===== src/rtl/core/hhlp_pkg.sv =====
// shared types and defaults for the http header length parser
package hhlp_pkg;

  localparam int OffsetBitsDef = 16;
  localparam int LengthBitsDef = 32;

  typedef struct packed {
    logic [7:0] data_byte;
    logic       is_first;
    logic       is_last;
  } item_t;

  typedef struct packed {
    logic valid;
    logic header_found;
    logic length_found;
  } res_flags_t;

endpackage


===== src/rtl/core/hhlp_if.sv =====
// item channel interfaces for the http header length parser
interface hhlp_in_if;
  logic       valid;
  logic       ready;
  logic [7:0] data_byte;
  logic       is_first;
  logic       is_last;

  modport source (output valid, output data_byte, output is_first, output is_last, input ready);
  modport sink (input valid, input data_byte, input is_first, input is_last, output ready);
endinterface

interface hhlp_out_if #(
  parameter int OFFSET_BITS = hhlp_pkg::OffsetBitsDef,
  parameter int LENGTH_BITS = hhlp_pkg::LengthBitsDef
);
  logic                   valid;
  logic                   ready;
  logic                   header_found;
  logic [OFFSET_BITS-1:0] header_end;
  logic                   length_found;
  logic [LENGTH_BITS-1:0] content_length;

  modport source (output valid, output header_found, output header_end,
                  output length_found, output content_length, input ready);
  modport sink (input valid, input header_found, input header_end,
                input length_found, input content_length, output ready);
endinterface


===== src/rtl/core/hhlp_core.sv =====
// per-byte parser state and next-state logic
module hhlp_core #(
  parameter int OFFSET_BITS = hhlp_pkg::OffsetBitsDef,
  parameter int LENGTH_BITS = hhlp_pkg::LengthBitsDef
) (
  input  logic                   clk_i,
  input  logic                   rst_ni,
  input  logic                   step_i,
  input  hhlp_pkg::item_t        item_i,
  output hhlp_pkg::res_flags_t   flags_o,
  output logic [OFFSET_BITS-1:0] header_end_o,
  output logic [LENGTH_BITS-1:0] content_length_o
);

  localparam logic [2:0] PhNameUp   = 3'd0;
  localparam logic [2:0] PhNameLo   = 3'd1;
  localparam logic [2:0] PhColon    = 3'd2;
  localparam logic [2:0] PhSkip     = 3'd3;
  localparam logic [2:0] PhDigits   = 3'd4;
  localparam logic [2:0] PhTailWait = 3'd5;
  localparam logic [2:0] PhTailOk   = 3'd6;
  localparam logic [2:0] PhIgnore   = 3'd7;

  localparam logic [3:0] NameLast = 4'd14;

  localparam logic [7:0] ChCr  = 8'h0d;
  localparam logic [7:0] ChLf  = 8'h0a;
  localparam logic [7:0] ChSp  = 8'h20;
  localparam logic [7:0] ChTab = 8'h09;

  localparam int WideBits = LENGTH_BITS + 4;

  function automatic logic [7:0] name_char(input logic upper, input logic [3:0] idx);
    logic [7:0] c;
    c = 8'h00;
    unique case (idx)
      4'd0:    c = upper ? "C" : "c";
      4'd1:    c = "o";
      4'd2:    c = "n";
      4'd3:    c = "t";
      4'd4:    c = "e";
      4'd5:    c = "n";
      4'd6:    c = "t";
      4'd7:    c = "-";
      4'd8:    c = upper ? "L" : "l";
      4'd9:    c = "e";
      4'd10:   c = "n";
      4'd11:   c = "g";
      4'd12:   c = "t";
      4'd13:   c = "h";
      4'd14:   c = ":";
      default: c = 8'h00;
    endcase
    return c;
  endfunction

  logic [OFFSET_BITS-1:0] off_q, off_d, cur_off;
  logic [1:0]             mark_q, mark_d, cur_mark;
  logic [2:0]             phase_q, phase_d, cur_phase;
  logic [3:0]             idx_q, idx_d, cur_idx;
  logic [LENGTH_BITS-1:0] acc_q, acc_d, cur_acc;
  logic [LENGTH_BITS-1:0] commit_q, commit_d, cur_commit;
  logic                   seen_q, seen_d, cur_seen;
  logic                   done_q, done_d, cur_done;

  logic [7:0]             b;
  logic                   is_ws, is_dig, found;
  logic [WideBits-1:0]    wide;
  logic [LENGTH_BITS-1:0] acc_dig;

  assign b      = item_i.data_byte;
  assign is_ws  = (b == ChSp) || (b == ChTab);
  assign is_dig = (b >= "0") && (b <= "9");

  // current state, cleared when a new message starts
  always_comb begin
    cur_off    = item_i.is_first ? '0 : off_q;
    cur_mark   = item_i.is_first ? '0 : mark_q;
    cur_phase  = item_i.is_first ? PhNameUp : phase_q;
    cur_idx    = item_i.is_first ? '0 : idx_q;
    cur_acc    = item_i.is_first ? '0 : acc_q;
    cur_commit = item_i.is_first ? '0 : commit_q;
    cur_seen   = item_i.is_first ? 1'b0 : seen_q;
    cur_done   = item_i.is_first ? 1'b0 : done_q;
  end

  // acc * 10 + digit, saturating
  always_comb begin
    wide = {1'b0, cur_acc, 3'b000} + {3'b000, cur_acc, 1'b0}
         + {{LENGTH_BITS{1'b0}}, b[3:0]};
    acc_dig = (wide[WideBits-1:LENGTH_BITS] != '0) ? '1 : wide[LENGTH_BITS-1:0];
  end

  always_comb begin
    off_d    = cur_off;
    mark_d   = cur_mark;
    phase_d  = cur_phase;
    idx_d    = cur_idx;
    acc_d    = cur_acc;
    commit_d = cur_commit;
    seen_d   = cur_seen;
    done_d   = cur_done;
    found    = 1'b0;
    flags_o  = '0;
    header_end_o     = '0;
    content_length_o = '0;

    if (!cur_done) begin
      if (cur_off != '1) begin
        off_d = cur_off + 1'b1;
      end

      if (b == ChLf) begin
        if (!cur_seen && ((cur_phase == PhSkip) || (cur_phase == PhDigits) ||
                          (cur_phase == PhTailOk))) begin
          seen_d   = 1'b1;
          commit_d = cur_acc;
        end
        phase_d = PhNameUp;
        idx_d   = '0;
        acc_d   = '0;
      end else begin
        unique case (cur_phase)
          PhNameUp, PhNameLo: begin
            if (cur_idx == '0) begin
              if (b == "C") begin
                phase_d = PhNameUp;
                idx_d   = 4'd1;
              end else if (b == "c") begin
                phase_d = PhNameLo;
                idx_d   = 4'd1;
              end else begin
                phase_d = PhIgnore;
              end
            end else if ((cur_idx <= NameLast) &&
                         (b == name_char(cur_phase == PhNameUp, cur_idx))) begin
              idx_d = cur_idx + 4'd1;
              if (cur_idx == NameLast) begin
                phase_d = PhColon;
              end
            end else begin
              phase_d = PhIgnore;
            end
          end
          PhColon: begin
            if (b == ChCr) begin
              phase_d = PhTailWait;
            end else if (is_ws) begin
              phase_d = PhSkip;
            end else if (is_dig) begin
              acc_d   = acc_dig;
              phase_d = PhDigits;
            end else begin
              phase_d = PhTailOk;
            end
          end
          PhSkip: begin
            if (is_dig) begin
              acc_d   = acc_dig;
              phase_d = PhDigits;
            end else if (!is_ws) begin
              phase_d = PhTailOk;
            end
          end
          PhDigits: begin
            if (is_dig) begin
              acc_d = acc_dig;
            end else begin
              phase_d = PhTailOk;
            end
          end
          PhTailWait: begin
            if (b != ChCr) begin
              phase_d = PhTailOk;
            end
          end
          default: begin
          end
        endcase
      end

      // cr lf cr lf tracking
      if (b == ChCr) begin
        mark_d = (cur_mark == 2'd2) ? 2'd3 : 2'd1;
      end else if (b == ChLf) begin
        if (cur_mark == 2'd1) begin
          mark_d = 2'd2;
        end else if (cur_mark == 2'd3) begin
          found = 1'b1;
        end else begin
          mark_d = 2'd0;
        end
      end else begin
        mark_d = 2'd0;
      end

      if (found) begin
        done_d = 1'b1;
        mark_d = 2'd0;
        flags_o.valid        = 1'b1;
        flags_o.header_found = 1'b1;
        flags_o.length_found = seen_d;
        header_end_o         = off_d;
        content_length_o     = seen_d ? commit_d : '0;
      end else if (item_i.is_last) begin
        done_d        = 1'b1;
        flags_o.valid = 1'b1;
      end
    end
  end

  always_ff @(posedge clk_i or negedge rst_ni) begin
    if (!rst_ni) begin
      off_q    <= '0;
      mark_q   <= '0;
      phase_q  <= PhNameUp;
      idx_q    <= '0;
      acc_q    <= '0;
      commit_q <= '0;
      seen_q   <= 1'b0;
      done_q   <= 1'b0;
    end else if (step_i) begin
      off_q    <= off_d;
      mark_q   <= mark_d;
      phase_q  <= phase_d;
      idx_q    <= idx_d;
      acc_q    <= acc_d;
      commit_q <= commit_d;
      seen_q   <= seen_d;
      done_q   <= done_d;
    end
  end

endmodule


===== src/rtl/core/http_header_length_parser_top.sv =====
// top level: input register, parser step, result register
//
// channel  dir  handshake     payload
// in_i     in   valid/ready   data_byte, is_first, is_last
// out_o    out  valid/ready   header_found, header_end, length_found, content_length
//
// one byte per cycle while out_o is not stalled; a byte is parsed while it sits
// in the input register and its result, if any, shows on out_o in the next cycle
// the input register frees itself when the result register is empty or drained,
// so a stalled out_o holds one result and one byte before in_i.ready drops
// reset clears parser state and both valid flags
module http_header_length_parser_top #(
  parameter int OFFSET_BITS = hhlp_pkg::OffsetBitsDef,
  parameter int LENGTH_BITS = hhlp_pkg::LengthBitsDef
) (
  input logic      clk_i,
  input logic      rst_ni,
  hhlp_in_if.sink  in_i,
  hhlp_out_if.source out_o
);

  hhlp_pkg::item_t      item_q;
  logic                 in_valid_q;
  hhlp_pkg::res_flags_t flags;
  logic [OFFSET_BITS-1:0] hend;
  logic [LENGTH_BITS-1:0] clen;

  logic                   out_valid_q;
  logic                   hfound_q, lfound_q;
  logic [OFFSET_BITS-1:0] hend_q;
  logic [LENGTH_BITS-1:0] clen_q;

  logic step, accept;

  assign step   = in_valid_q && (!out_valid_q || out_o.ready);
  assign accept = in_i.valid && in_i.ready;
  assign in_i.ready = !in_valid_q || step;

  always_ff @(posedge clk_i or negedge rst_ni) begin
    if (!rst_ni) begin
      in_valid_q <= 1'b0;
    end else if (accept) begin
      in_valid_q <= 1'b1;
    end else if (step) begin
      in_valid_q <= 1'b0;
    end
  end

  always_ff @(posedge clk_i) begin
    if (accept) begin
      item_q.data_byte <= in_i.data_byte;
      item_q.is_first  <= in_i.is_first;
      item_q.is_last   <= in_i.is_last;
    end
  end

  hhlp_core #(
    .OFFSET_BITS(OFFSET_BITS),
    .LENGTH_BITS(LENGTH_BITS)
  ) u_core (
    .clk_i            (clk_i),
    .rst_ni           (rst_ni),
    .step_i           (step),
    .item_i           (item_q),
    .flags_o          (flags),
    .header_end_o     (hend),
    .content_length_o (clen)
  );

  always_ff @(posedge clk_i or negedge rst_ni) begin
    if (!rst_ni) begin
      out_valid_q <= 1'b0;
    end else if (step) begin
      out_valid_q <= flags.valid;
    end else if (out_o.ready) begin
      out_valid_q <= 1'b0;
    end
  end

  always_ff @(posedge clk_i) begin
    if (step && flags.valid) begin
      hfound_q <= flags.header_found;
      lfound_q <= flags.length_found;
      hend_q   <= hend;
      clen_q   <= clen;
    end
  end

  assign out_o.valid          = out_valid_q;
  assign out_o.header_found   = hfound_q;
  assign out_o.header_end     = hend_q;
  assign out_o.length_found   = lfound_q;
  assign out_o.content_length = clen_q;

endmodule


===== src/flat_wrapper.sv =====
// flat-port wrapper written by rule: the top's interface ports become plain ports
module http_header_length_parser_top_flat 
#(
  parameter int OFFSET_BITS = hhlp_pkg::OffsetBitsDef,
  parameter int LENGTH_BITS = hhlp_pkg::LengthBitsDef
)
  (clk_i, rst_ni, in_i_valid, in_i_data_byte, in_i_is_first, in_i_is_last, in_i_ready, out_o_valid, out_o_header_found, out_o_header_end, out_o_length_found, out_o_content_length, out_o_ready);
  hhlp_in_if in_i_i ();
  hhlp_out_if #(.OFFSET_BITS(OFFSET_BITS), .LENGTH_BITS(LENGTH_BITS)) out_o_i ();
  input logic clk_i;
  input logic rst_ni;
  input wire logic [$bits(in_i_i.valid)-1:0] in_i_valid;
  input wire logic [$bits(in_i_i.data_byte)-1:0] in_i_data_byte;
  input wire logic [$bits(in_i_i.is_first)-1:0] in_i_is_first;
  input wire logic [$bits(in_i_i.is_last)-1:0] in_i_is_last;
  output wire logic [$bits(in_i_i.ready)-1:0] in_i_ready;
  output wire logic [$bits(out_o_i.valid)-1:0] out_o_valid;
  output wire logic [$bits(out_o_i.header_found)-1:0] out_o_header_found;
  output wire logic [$bits(out_o_i.header_end)-1:0] out_o_header_end;
  output wire logic [$bits(out_o_i.length_found)-1:0] out_o_length_found;
  output wire logic [$bits(out_o_i.content_length)-1:0] out_o_content_length;
  input wire logic [$bits(out_o_i.ready)-1:0] out_o_ready;
  assign in_i_i.valid = in_i_valid;
  assign in_i_i.data_byte = in_i_data_byte;
  assign in_i_i.is_first = in_i_is_first;
  assign in_i_i.is_last = in_i_is_last;
  assign in_i_ready = in_i_i.ready;
  assign out_o_valid = out_o_i.valid;
  assign out_o_header_found = out_o_i.header_found;
  assign out_o_header_end = out_o_i.header_end;
  assign out_o_length_found = out_o_i.length_found;
  assign out_o_content_length = out_o_i.content_length;
  assign out_o_i.ready = out_o_ready;
  http_header_length_parser_top #(.OFFSET_BITS(OFFSET_BITS), .LENGTH_BITS(LENGTH_BITS)) u_core (.clk_i(clk_i), .rst_ni(rst_ni), .in_i(in_i_i), .out_o(out_o_i));
endmodule

===== config.mk =====
export PLATFORM = sky130hd
export DESIGN_NAME = http_header_length_parser_top_flat
export DESIGN_NICKNAME = d
export VERILOG_FILES = /design/src/rtl/core/hhlp_pkg.sv /design/src/rtl/core/hhlp_if.sv /design/src/rtl/core/hhlp_core.sv /design/src/rtl/core/http_header_length_parser_top.sv /design/src/flat_wrapper.sv
export SDC_FILE = /design/constraint.sdc
export NUM_CORES = 1
export LEC_CHECK = 0
export BUFFER_PORTS_ARGS = -buffer_cell sky130_fd_sc_hd__buf_2
export CAP_MARGIN = 20
export CORE_ASPECT_RATIO = 2
export CORE_UTILIZATION = 62
export CTS_CLUSTER_SIZE = 25
export DETAILED_ROUTE_END_ITERATION = 12
export GPL_ROUTABILITY_DRIVEN = 0
export GPL_TIMING_DRIVEN = 0
export PLACE_DENSITY = 0.79
export SLEW_MARGIN = 15
export SYNTH_ARGS = -nofsm -noshare
export SYNTH_HDL_FRONTEND = slang
export SYNTH_SLANG_ARGS = --single-unit

===== constraint.sdc =====
create_clock -name clk_i -period 5 [get_ports clk_i]
set_input_delay 1 -clock clk_i [delete_from_list [all_inputs] [get_ports clk_i]]
set_output_delay 1 -clock clk_i [all_outputs]
set_load 0.02 [all_outputs]

### After elaboration in Yosys (flattened, before gate mapping)

Index checks and enable logic that the tools add are counted.

* flip-flop bits (word level): 153
* input bits: 14
* output and inout port bits: 52
* word-level logic and storage cells: 157

* add/subtract/negate cells: 4
* $lt $le $gt $ge: 3
* equality and inequality tests: 32
* mux-type cells: 73
* bitwise logic cells: 2
* reduce and logical (&&, ||, !) cells: 26

Operator list (count)
* $mux W32: 11
* $pmux W32 S2: 1
* $pmux W7 S9: 1
* $mux W16: 3
* $mux W3: 15
* $add A35 B33 Y36: 1
* $add A36 B4 Y36: 1
* $mux W4: 8
* $mux W8: 4
* $eq A4 B4 Y1 const B: 7
* $eq A8 B4 Y1 const B: 3
* $mux W2: 10
* $mux W1: 18
* $add A16 B1 Y16 const B: 1
* $eq A4 B3 Y1 const B: 4
* $eq A8 B7 Y1 const B: 2
* $ne A16 B16 Y1 const B: 1
* $pmux W3 S5: 1
* $eq A3 B3 Y1 const B: 3
* $reduce_or A3 Y1: 3
* $eq A4 B2 Y1 const B: 2
* $eq A8 B6 Y1 const B: 1
* $eq A8 B8 Y1: 1
* $ge A8 B6 Y1 const B: 1
* 19 further kinds: 37

### Depth between registers and ports, before layout

* word-level depth: 15
* mapped depth: 19
* mapped depth without buffers: 14

### Modules after synthesis

A second synthesis with hierarchy kept.

* cell total of the unflattened synthesis: 1220
* area, all modules: 10591.4 µm²

Modules (own cells, without submodules)
* hhlp_core: times used 1, cells each 1150, area an instance 8678.3 µm², sequential area each 2277.2 µm²
* http_header_length_parser_top: times used 1, cells each 70, area an instance 1913.1 µm², sequential area each 1851.8 µm²

### Least setup slack after synthesis

OpenSTA, ideal clock, no wires.

* kind: input -> register
* start point: input port out_o_ready
* end point: register u_core.clen_q[0], in the netlist u_core.out_o.content_length[0] (enable)
* setup time: 0.458 ns
* data arrival time: 4.220 ns
* required time: 4.542 ns
* setup slack: 0.321 ns
* stages: 7
* path buffers: 3
* cells stage by stage: nand2b_1 > and2_1 > clkbuf_1 > o21ai_1 > clkbuf_1 > clkbuf_1 > nor2_1

* cells in the longest elaborated chain, start to end: 3

Ends and longest elaborated chain
* from (decl): RTL line flat_wrapper.sv:22 `input wire logic [$bits(out_o_i.ready)-1:0] out_o_ready;`
* $logic_or A1 B1 Y1: RTL line http_header_length_parser_top.sv:35 `assign step = in_valid_q && (!out_valid_q || out_o.ready);`
* $logic_and A1 B1 Y1: RTL line http_header_length_parser_top.sv:35
* $logic_and A1 B1 Y1: RTL line http_header_length_parser_top.sv:81 `if (step && flags.valid) begin`
* to (signal assigned): RTL line http_header_length_parser_top.sv:85 `clen_q <= clen;`
* to (decl): RTL line http_header_length_parser_top.sv:31 `logic [LENGTH_BITS-1:0] clen_q;`

Every way passes these cells.
A chain may end at the register's enable or synchronous reset.

### Final worst setup path

* start point: register u_core.item_q[1] (netlist name)
* end point: register u_core.u_core.acc_q[12]

* cells in the longest elaborated chain, start to end: 11
* elaborated cells on any way between the ends: 17
* those cells by class: add/sub: 2; eq/ne: 3; mux: 10; reduce/logical: 2

Ends and longest elaborated chain
* from (decl): RTL line http_header_length_parser_top.sv:22 `hhlp_pkg::item_t item_q;`
* $mux W32: RTL line hhlp_core.sv:81 `cur_acc = item_i.is_first ? '0 : acc_q;`
* $add A35 B33 Y36: RTL line hhlp_core.sv:89 `wide = {1'b0, cur_acc, 3'b000} + {3'b000, cur_acc, 1'b0}`
* $add A36 B4 Y36: RTL line hhlp_core.sv:90 `+ {{LENGTH_BITS{1'b0}}, b[3:0]};`
* $reduce_bool A4 Y1: RTL line hhlp_core.sv:91 `acc_dig = (wide[WideBits-1:LENGTH_BITS] != '0) ? '1 : wide[LENGTH_BITS-1:0];`
* $mux W32: RTL line hhlp_core.sv:91
* $mux W32: RTL line hhlp_core.sv:150, hhlp_core.sv:158, hhlp_core.sv:166
* $mux W32: RTL line hhlp_core.sv:148 `end else if (is_ws) begin`
* $mux W32: RTL line hhlp_core.sv:146 `if (b == ChCr) begin`
* $pmux W32 S2: RTL line hhlp_core.sv:123 `unique case (cur_phase)`
* $mux W32: RTL line hhlp_core.sv:113 `if (b == ChLf) begin`
* $mux W32 (*): RTL line hhlp_core.sv:108 `if (!cur_done) begin`
* to (signal assigned): RTL line hhlp_core.sv:218 `acc_q <= '0;`
* to (signal assigned): RTL line hhlp_core.sv:227 `acc_q <= acc_d;`
* to (decl): RTL line hhlp_core.sv:61 `logic [LENGTH_BITS-1:0] acc_q, acc_d, cur_acc;`

Mark *: on every way between the ends. The rest lies on a longest branch, timed or not.

==> out/summary.json <==
{
  "synth": {
    "combined_area_of_all_synthesized_cells_um2": 10300,
    "synth_top_cells_by_area": "sky130_fd_sc_hd__dfrtp_1 (23%), sky130_fd_sc_hd__edfxtp_1 (18%), sky130_fd_sc_hd__ha_1 (8.4%)",
    "yosysSeqAreaShare_pct": 40.2,
    "syn_inst": 1184,
    "synth_area_leader": "sky130_fd_sc_hd__dfrtp_1",
    "synth_flop_cell": "sky130_fd_sc_hd__dfrtp_1",
    "netlist-cell-type-count": 76,
    "synth_top_area_share_pct": 22.7,
    "ys_seq_elements": 153,
    "syn_nets": 1268,
    "synth_edf_count": 60,
    "async_reset_ff_share_pct": 60.8,
    "synthesis.area_per_instance_um2": 8.67,
    "synthesis.yosys.warnings": 0
  },
  "critical_path": {
    "critical_path_sink_type": "flip-flop",
    "cp-start-kind": "flip-flop",
    "worstSetupPathType": "flip-flop to flip-flop",
    "timing.critical_path.max_delay_family": "buffers and inverters",
    "crit_path_top_delay_cell": "sky130_fd_sc_hd__or4_1",
    "crit_path_max_incr_delay_ns": 0.53,
    "worst-endpoint-required_ns": 5.37,
    "crit_path_max_fanout": 19,
    "cp_cell_sequence": "buf_4, buf_4, clkbuf_2, clkbuf_4, nor2b_1, ha_1, ha_1, buf_2, nand3_1, or4_1, o21ai_1, a21oi_2, and3_1, o211ai_2, buf_2, o221ai_1, nand2_1",
    "timing.critical_path.arrival_ns": 5.13,
    "worst-path-buf-inv": 6
  },
  "die": {
    "fp.dieArea_um2": 17100,
    "top_ports": 66,
    "die_width_um": 93.0,
    "floorplan.die.height_um": 184,
    "fp-row-count": 66,
    "start_util_pct": 63.4,
    "design.core.area_um2": 16200
  },
  "pwr": {
    "power.switching_mw": 1.20,
    "totalPowerFinal_mw": 3.72,
    "vdd_drop_max_uv": 252,
    "seqPwrFrac_pct": 43.2,
    "combPwrFrac_pct": 21.4,
    "p_per_area_nw_per_um2": 322,
    "clockPowerShare_pct": 35.4,
    "switch_share_pct": 32.3,
    "p_leak_nw": 5.06,
    "p_int_mw": 2.52
  },
  "timing": {
    "fin_tns_setup_ns": 0,
    "post-route-period-util_pct": 95.3,
    "final.setup_skew_ns": 0.00685,
    "finalSetupViolCount": 0,
    "slew_violations": 0,
    "timing_hold_violations_final": 0,
    "maxSlewHeadroom_pct": 26.5,
    "max_slew.worst_pin.slew_ns": 1.09,
    "max_freq_mhz": 210,
    "rsz0062_at_grt": "false",
    "period_minus_slack_ns": 4.77
  },
  "placement": {
    "postPlaceCellArea_um2": 10900,
    "port_buffers": 65,
    "detailedPlacementHpwl_mm": 21.6
  },
  "hold_path": {
    "worst_hold_check_path_type": "primary input to asynchronous set/reset pin"
  },
  "clock_tree": {
    "htree_num_levels": 4,
    "cts-root-buf": "sky130_fd_sc_hd__clkbuf_16",
    "clock-sinks": 153,
    "cts_tree": "done",
    "cts-buffers-inserted": 17,
    "insertion_delay_ns": 0.43,
    "path_clk_slew_ns": 0.07,
    "clockBufferDepth": 2
  },
  "run": {
    "cap_viol_max_count": 0
  },
  "grt": {
    "number_of_global_route_vias_before_repair": 9563,
    "grt_overflow": 0,
    "grt_start_max_net_pins": 60,
    "grt_util_all_layers_pct": 36.0,
    "grt_first_pass_wirelength_mm": 47.2,
    "antenna_violations_before_repair": 0
  },
  "detailed_routing": {
    "routedWlPerCell_um": 19.9,
    "antenna_left": 0,
    "dr.first_iter.drc_count": 667,
    "drc": 0,
    "routed_wl_mm": 29.6,
    "detailroute.via_count": 9473,
    "via_per_inst": 6.37,
    "detail_route.first_pass.iterations": 5
  },
  "final_layout": {
    "syn_to_layout_area_delta_pct": 12.4,
    "util_after_layout_pct": 71.3,
    "filler_cell_count": 1311,
    "fraction_of_final_layout_cells_with_drive_strength_greater_than_1_pct": 11.3,
    "final_area_um2": 11500,
    "finalNetCount": 1353,
    "antennaDiodeCount": 0
  },
  "run_status": {
    "result_of_the_run": "completed"
  }
}
per-layer routing:
layer	vias up	routed length, µm	GRT usage [%]
met1	4444	10100	37.3
met4	0	2540	28.9
met3	166	1770	6.45
met2	437	15200	62.4
li1	4426	-	-
met5	-	0	0
flip-flops by register name, summed over array words and instances, names as in the netlist:
signal and cells:
u_core.in_valid_q 1, u_core.item_q 10, u_core.out_o.content_length 32, u_core.out_o.header_end 16
u_core.out_o.header_found 1, u_core.out_o.length_found 1, u_core.out_o.valid 1, u_core.u_core.acc_q 32
u_core.u_core.commit_q 32, u_core.u_core.done_q 1, u_core.u_core.idx_q 4, u_core.u_core.mark_q 2
u_core.u_core.off_q 16, u_core.u_core.phase_q 3, u_core.u_core.seen_q 1
synth_stat cells (20+ instances only):
cell,instances
sky130_fd_sc_hd__edfxtp_1,60
sky130_fd_sc_hd__ha_1,69
sky130_fd_sc_hd__a21oi_1,112
sky130_fd_sc_hd__dfrtp_1,93
sky130_fd_sc_hd__o21ai_0,67
sky130_fd_sc_hd__nand3_1,20
sky130_fd_sc_hd__o21ai_1,39
sky130_fd_sc_hd__a21boi_1,31
sky130_fd_sc_hd__nor2b_1,46
sky130_fd_sc_hd__inv_1,26
sky130_fd_sc_hd__clkbuf_1,53
sky130_fd_sc_hd__nand2_1,206
sky130_fd_sc_hd__nor3_1,21
sky130_fd_sc_hd__nor2_1,78
sky130_fd_sc_hd__xnor2_1,27
sky130_fd_sc_hd__xor2_1,21
sky130_fd_sc_hd__o221ai_1,20
metrics by stage:
| stage | std cells | setup WS, ns | hold WS [ns] |
|---|---|---|---|
| 6_report | 1486 | 0.235 | 0.464 |
| 5_1_grt | 1486 | 0.0515 | 0.490 |
| 4_1_cts | 1486 | 0.0420 | 0.476 |
| 3_5_place_dp | 1455 | -1.04 | 0.472 |
| 3_3_place_gp | 1453 | -1.63 | 0.463 |
| 2_1_floorplan | 1184 | 0.321 | 0.450 |
cell families after synthesis:
logic type | Yosys count | synth area share [%]
AO/OA/AOI/OAI | 362 | 22.1
AND/OR/NAND/NOR | 444 | 20.2
buffers and inverters | 96 | 3.69
XOR/XNOR | 48 | 4.10
adder cells (fa/ha/maj) | 70 | 8.61
multiplexers | 11 | 1.12
flip-flops | 153 | 40.2
placed cells by master, fill, tap and decap left out, types with 5 or more instances in the layout:
master | Yosys | layout
sky130_fd_sc_hd__nand2_1 | 206 | 206
sky130_fd_sc_hd__a21oi_1 | 112 | 111
sky130_fd_sc_hd__dfrtp_1 | 93 | 93
sky130_fd_sc_hd__nor2_1 | 78 | 77
sky130_fd_sc_hd__buf_2 | 13 | 75
sky130_fd_sc_hd__ha_1 | 69 | 69
sky130_fd_sc_hd__o21ai_0 | 67 | 67
sky130_fd_sc_hd__edfxtp_1 | 60 | 60
sky130_fd_sc_hd__nor2b_1 | 46 | 46
sky130_fd_sc_hd__clkbuf_1 | 53 | 45
sky130_fd_sc_hd__o21ai_1 | 39 | 38
sky130_fd_sc_hd__a21boi_1 | 31 | 31
sky130_fd_sc_hd__xnor2_1 | 27 | 27
sky130_fd_sc_hd__inv_1 | 26 | 26
sky130_fd_sc_hd__nor3_1 | 21 | 21
sky130_fd_sc_hd__xor2_1 | 21 | 21
sky130_fd_sc_hd__nand3_1 | 20 | 20
sky130_fd_sc_hd__o221ai_1 | 20 | 20
sky130_fd_sc_hd__clkbuf_16 | 0 | 17
sky130_fd_sc_hd__nand2b_1 | 15 | 15
sky130_fd_sc_hd__nand4_1 | 14 | 14
sky130_fd_sc_hd__a21o_1 | 11 | 11
sky130_fd_sc_hd__mux2i_1 | 10 | 10
sky130_fd_sc_hd__a31oi_1 | 9 | 9
sky130_fd_sc_hd__o21bai_1 | 8 | 8
sky130_fd_sc_hd__and2_1 | 7 | 7
sky130_fd_sc_hd__nor4_1 | 7 | 7
sky130_fd_sc_hd__o211ai_1 | 7 | 7
sky130_fd_sc_hd__a211oi_1 | 6 | 6
sky130_fd_sc_hd__o21a_1 | 6 | 6
sky130_fd_sc_hd__or4_1 | 5 | 5
sky130_fd_sc_hd__a21boi_0 | 5 | 5
sky130_fd_sc_hd__o22ai_1 | 5 | 5
layout make-up:
class	count	area [µm²]	share of cell area, %
Multi-Input combinational cell	935	5770	50.1
Sequential cell	153	4130	35.8
Clock buffer	17	425	3.69
Timing Repair Buffer	69	394	3.42
Buffer	66	289	2.51
Tap cell	204	255	2.21
Clock inverter	15	164	1.42
Inverter	27	101	0.879
path summary, 6_finish.rpt:
kind,start,endpoint,slack [ns],depth (start not counted)
worst max-delay path,u_core.item_q[1],u_core.u_core.acc_q[12],0.23,17
max in group asynchronous,rst_ni,u_core.u_core.acc_q[29],3.90,2
worst min-delay path,rst_ni,u_core.u_core.off_q[6],0.46,1
worst max register to register,u_core.item_q[1],u_core.u_core.acc_q[12],0.23,17
worst min register to register,u_core.u_core.commit_q[0],u_core.u_core.commit_q[0],0.49,2
min in group clk_i,u_core.u_core.commit_q[0],u_core.u_core.commit_q[0],0.49,2
power groups by stage:
| stage | Clock, mW | Combinational (mW) | Sequential (mW) |
|---|---|---|---|
| 2_1_floorplan | 0 | 0.545 | 1.62 |
| 3_3_place_gp | 0 | 0.742 | 1.62 |
| 3_5_place_dp | 0 | 0.779 | 1.62 |
| 4_1_cts | 1.32 | 0.787 | 1.60 |
| 5_1_grt | 1.36 | 0.889 | 1.63 |
| 6_report | 1.32 | 0.797 | 1.60 |
repair_timing:
| item | CTS | global route |
|---|---|---|
| gates cloned | 0 | 0 |
| hold buffers | 0 | 0 |
| setup buffers | 0 | 2 |
| gates resized for setup | 10 | 9 |
| pin swaps | 0 | 1 |
| setup endpoints to repair | 32 | 31 |
Power figures use the tool's default switching activity.
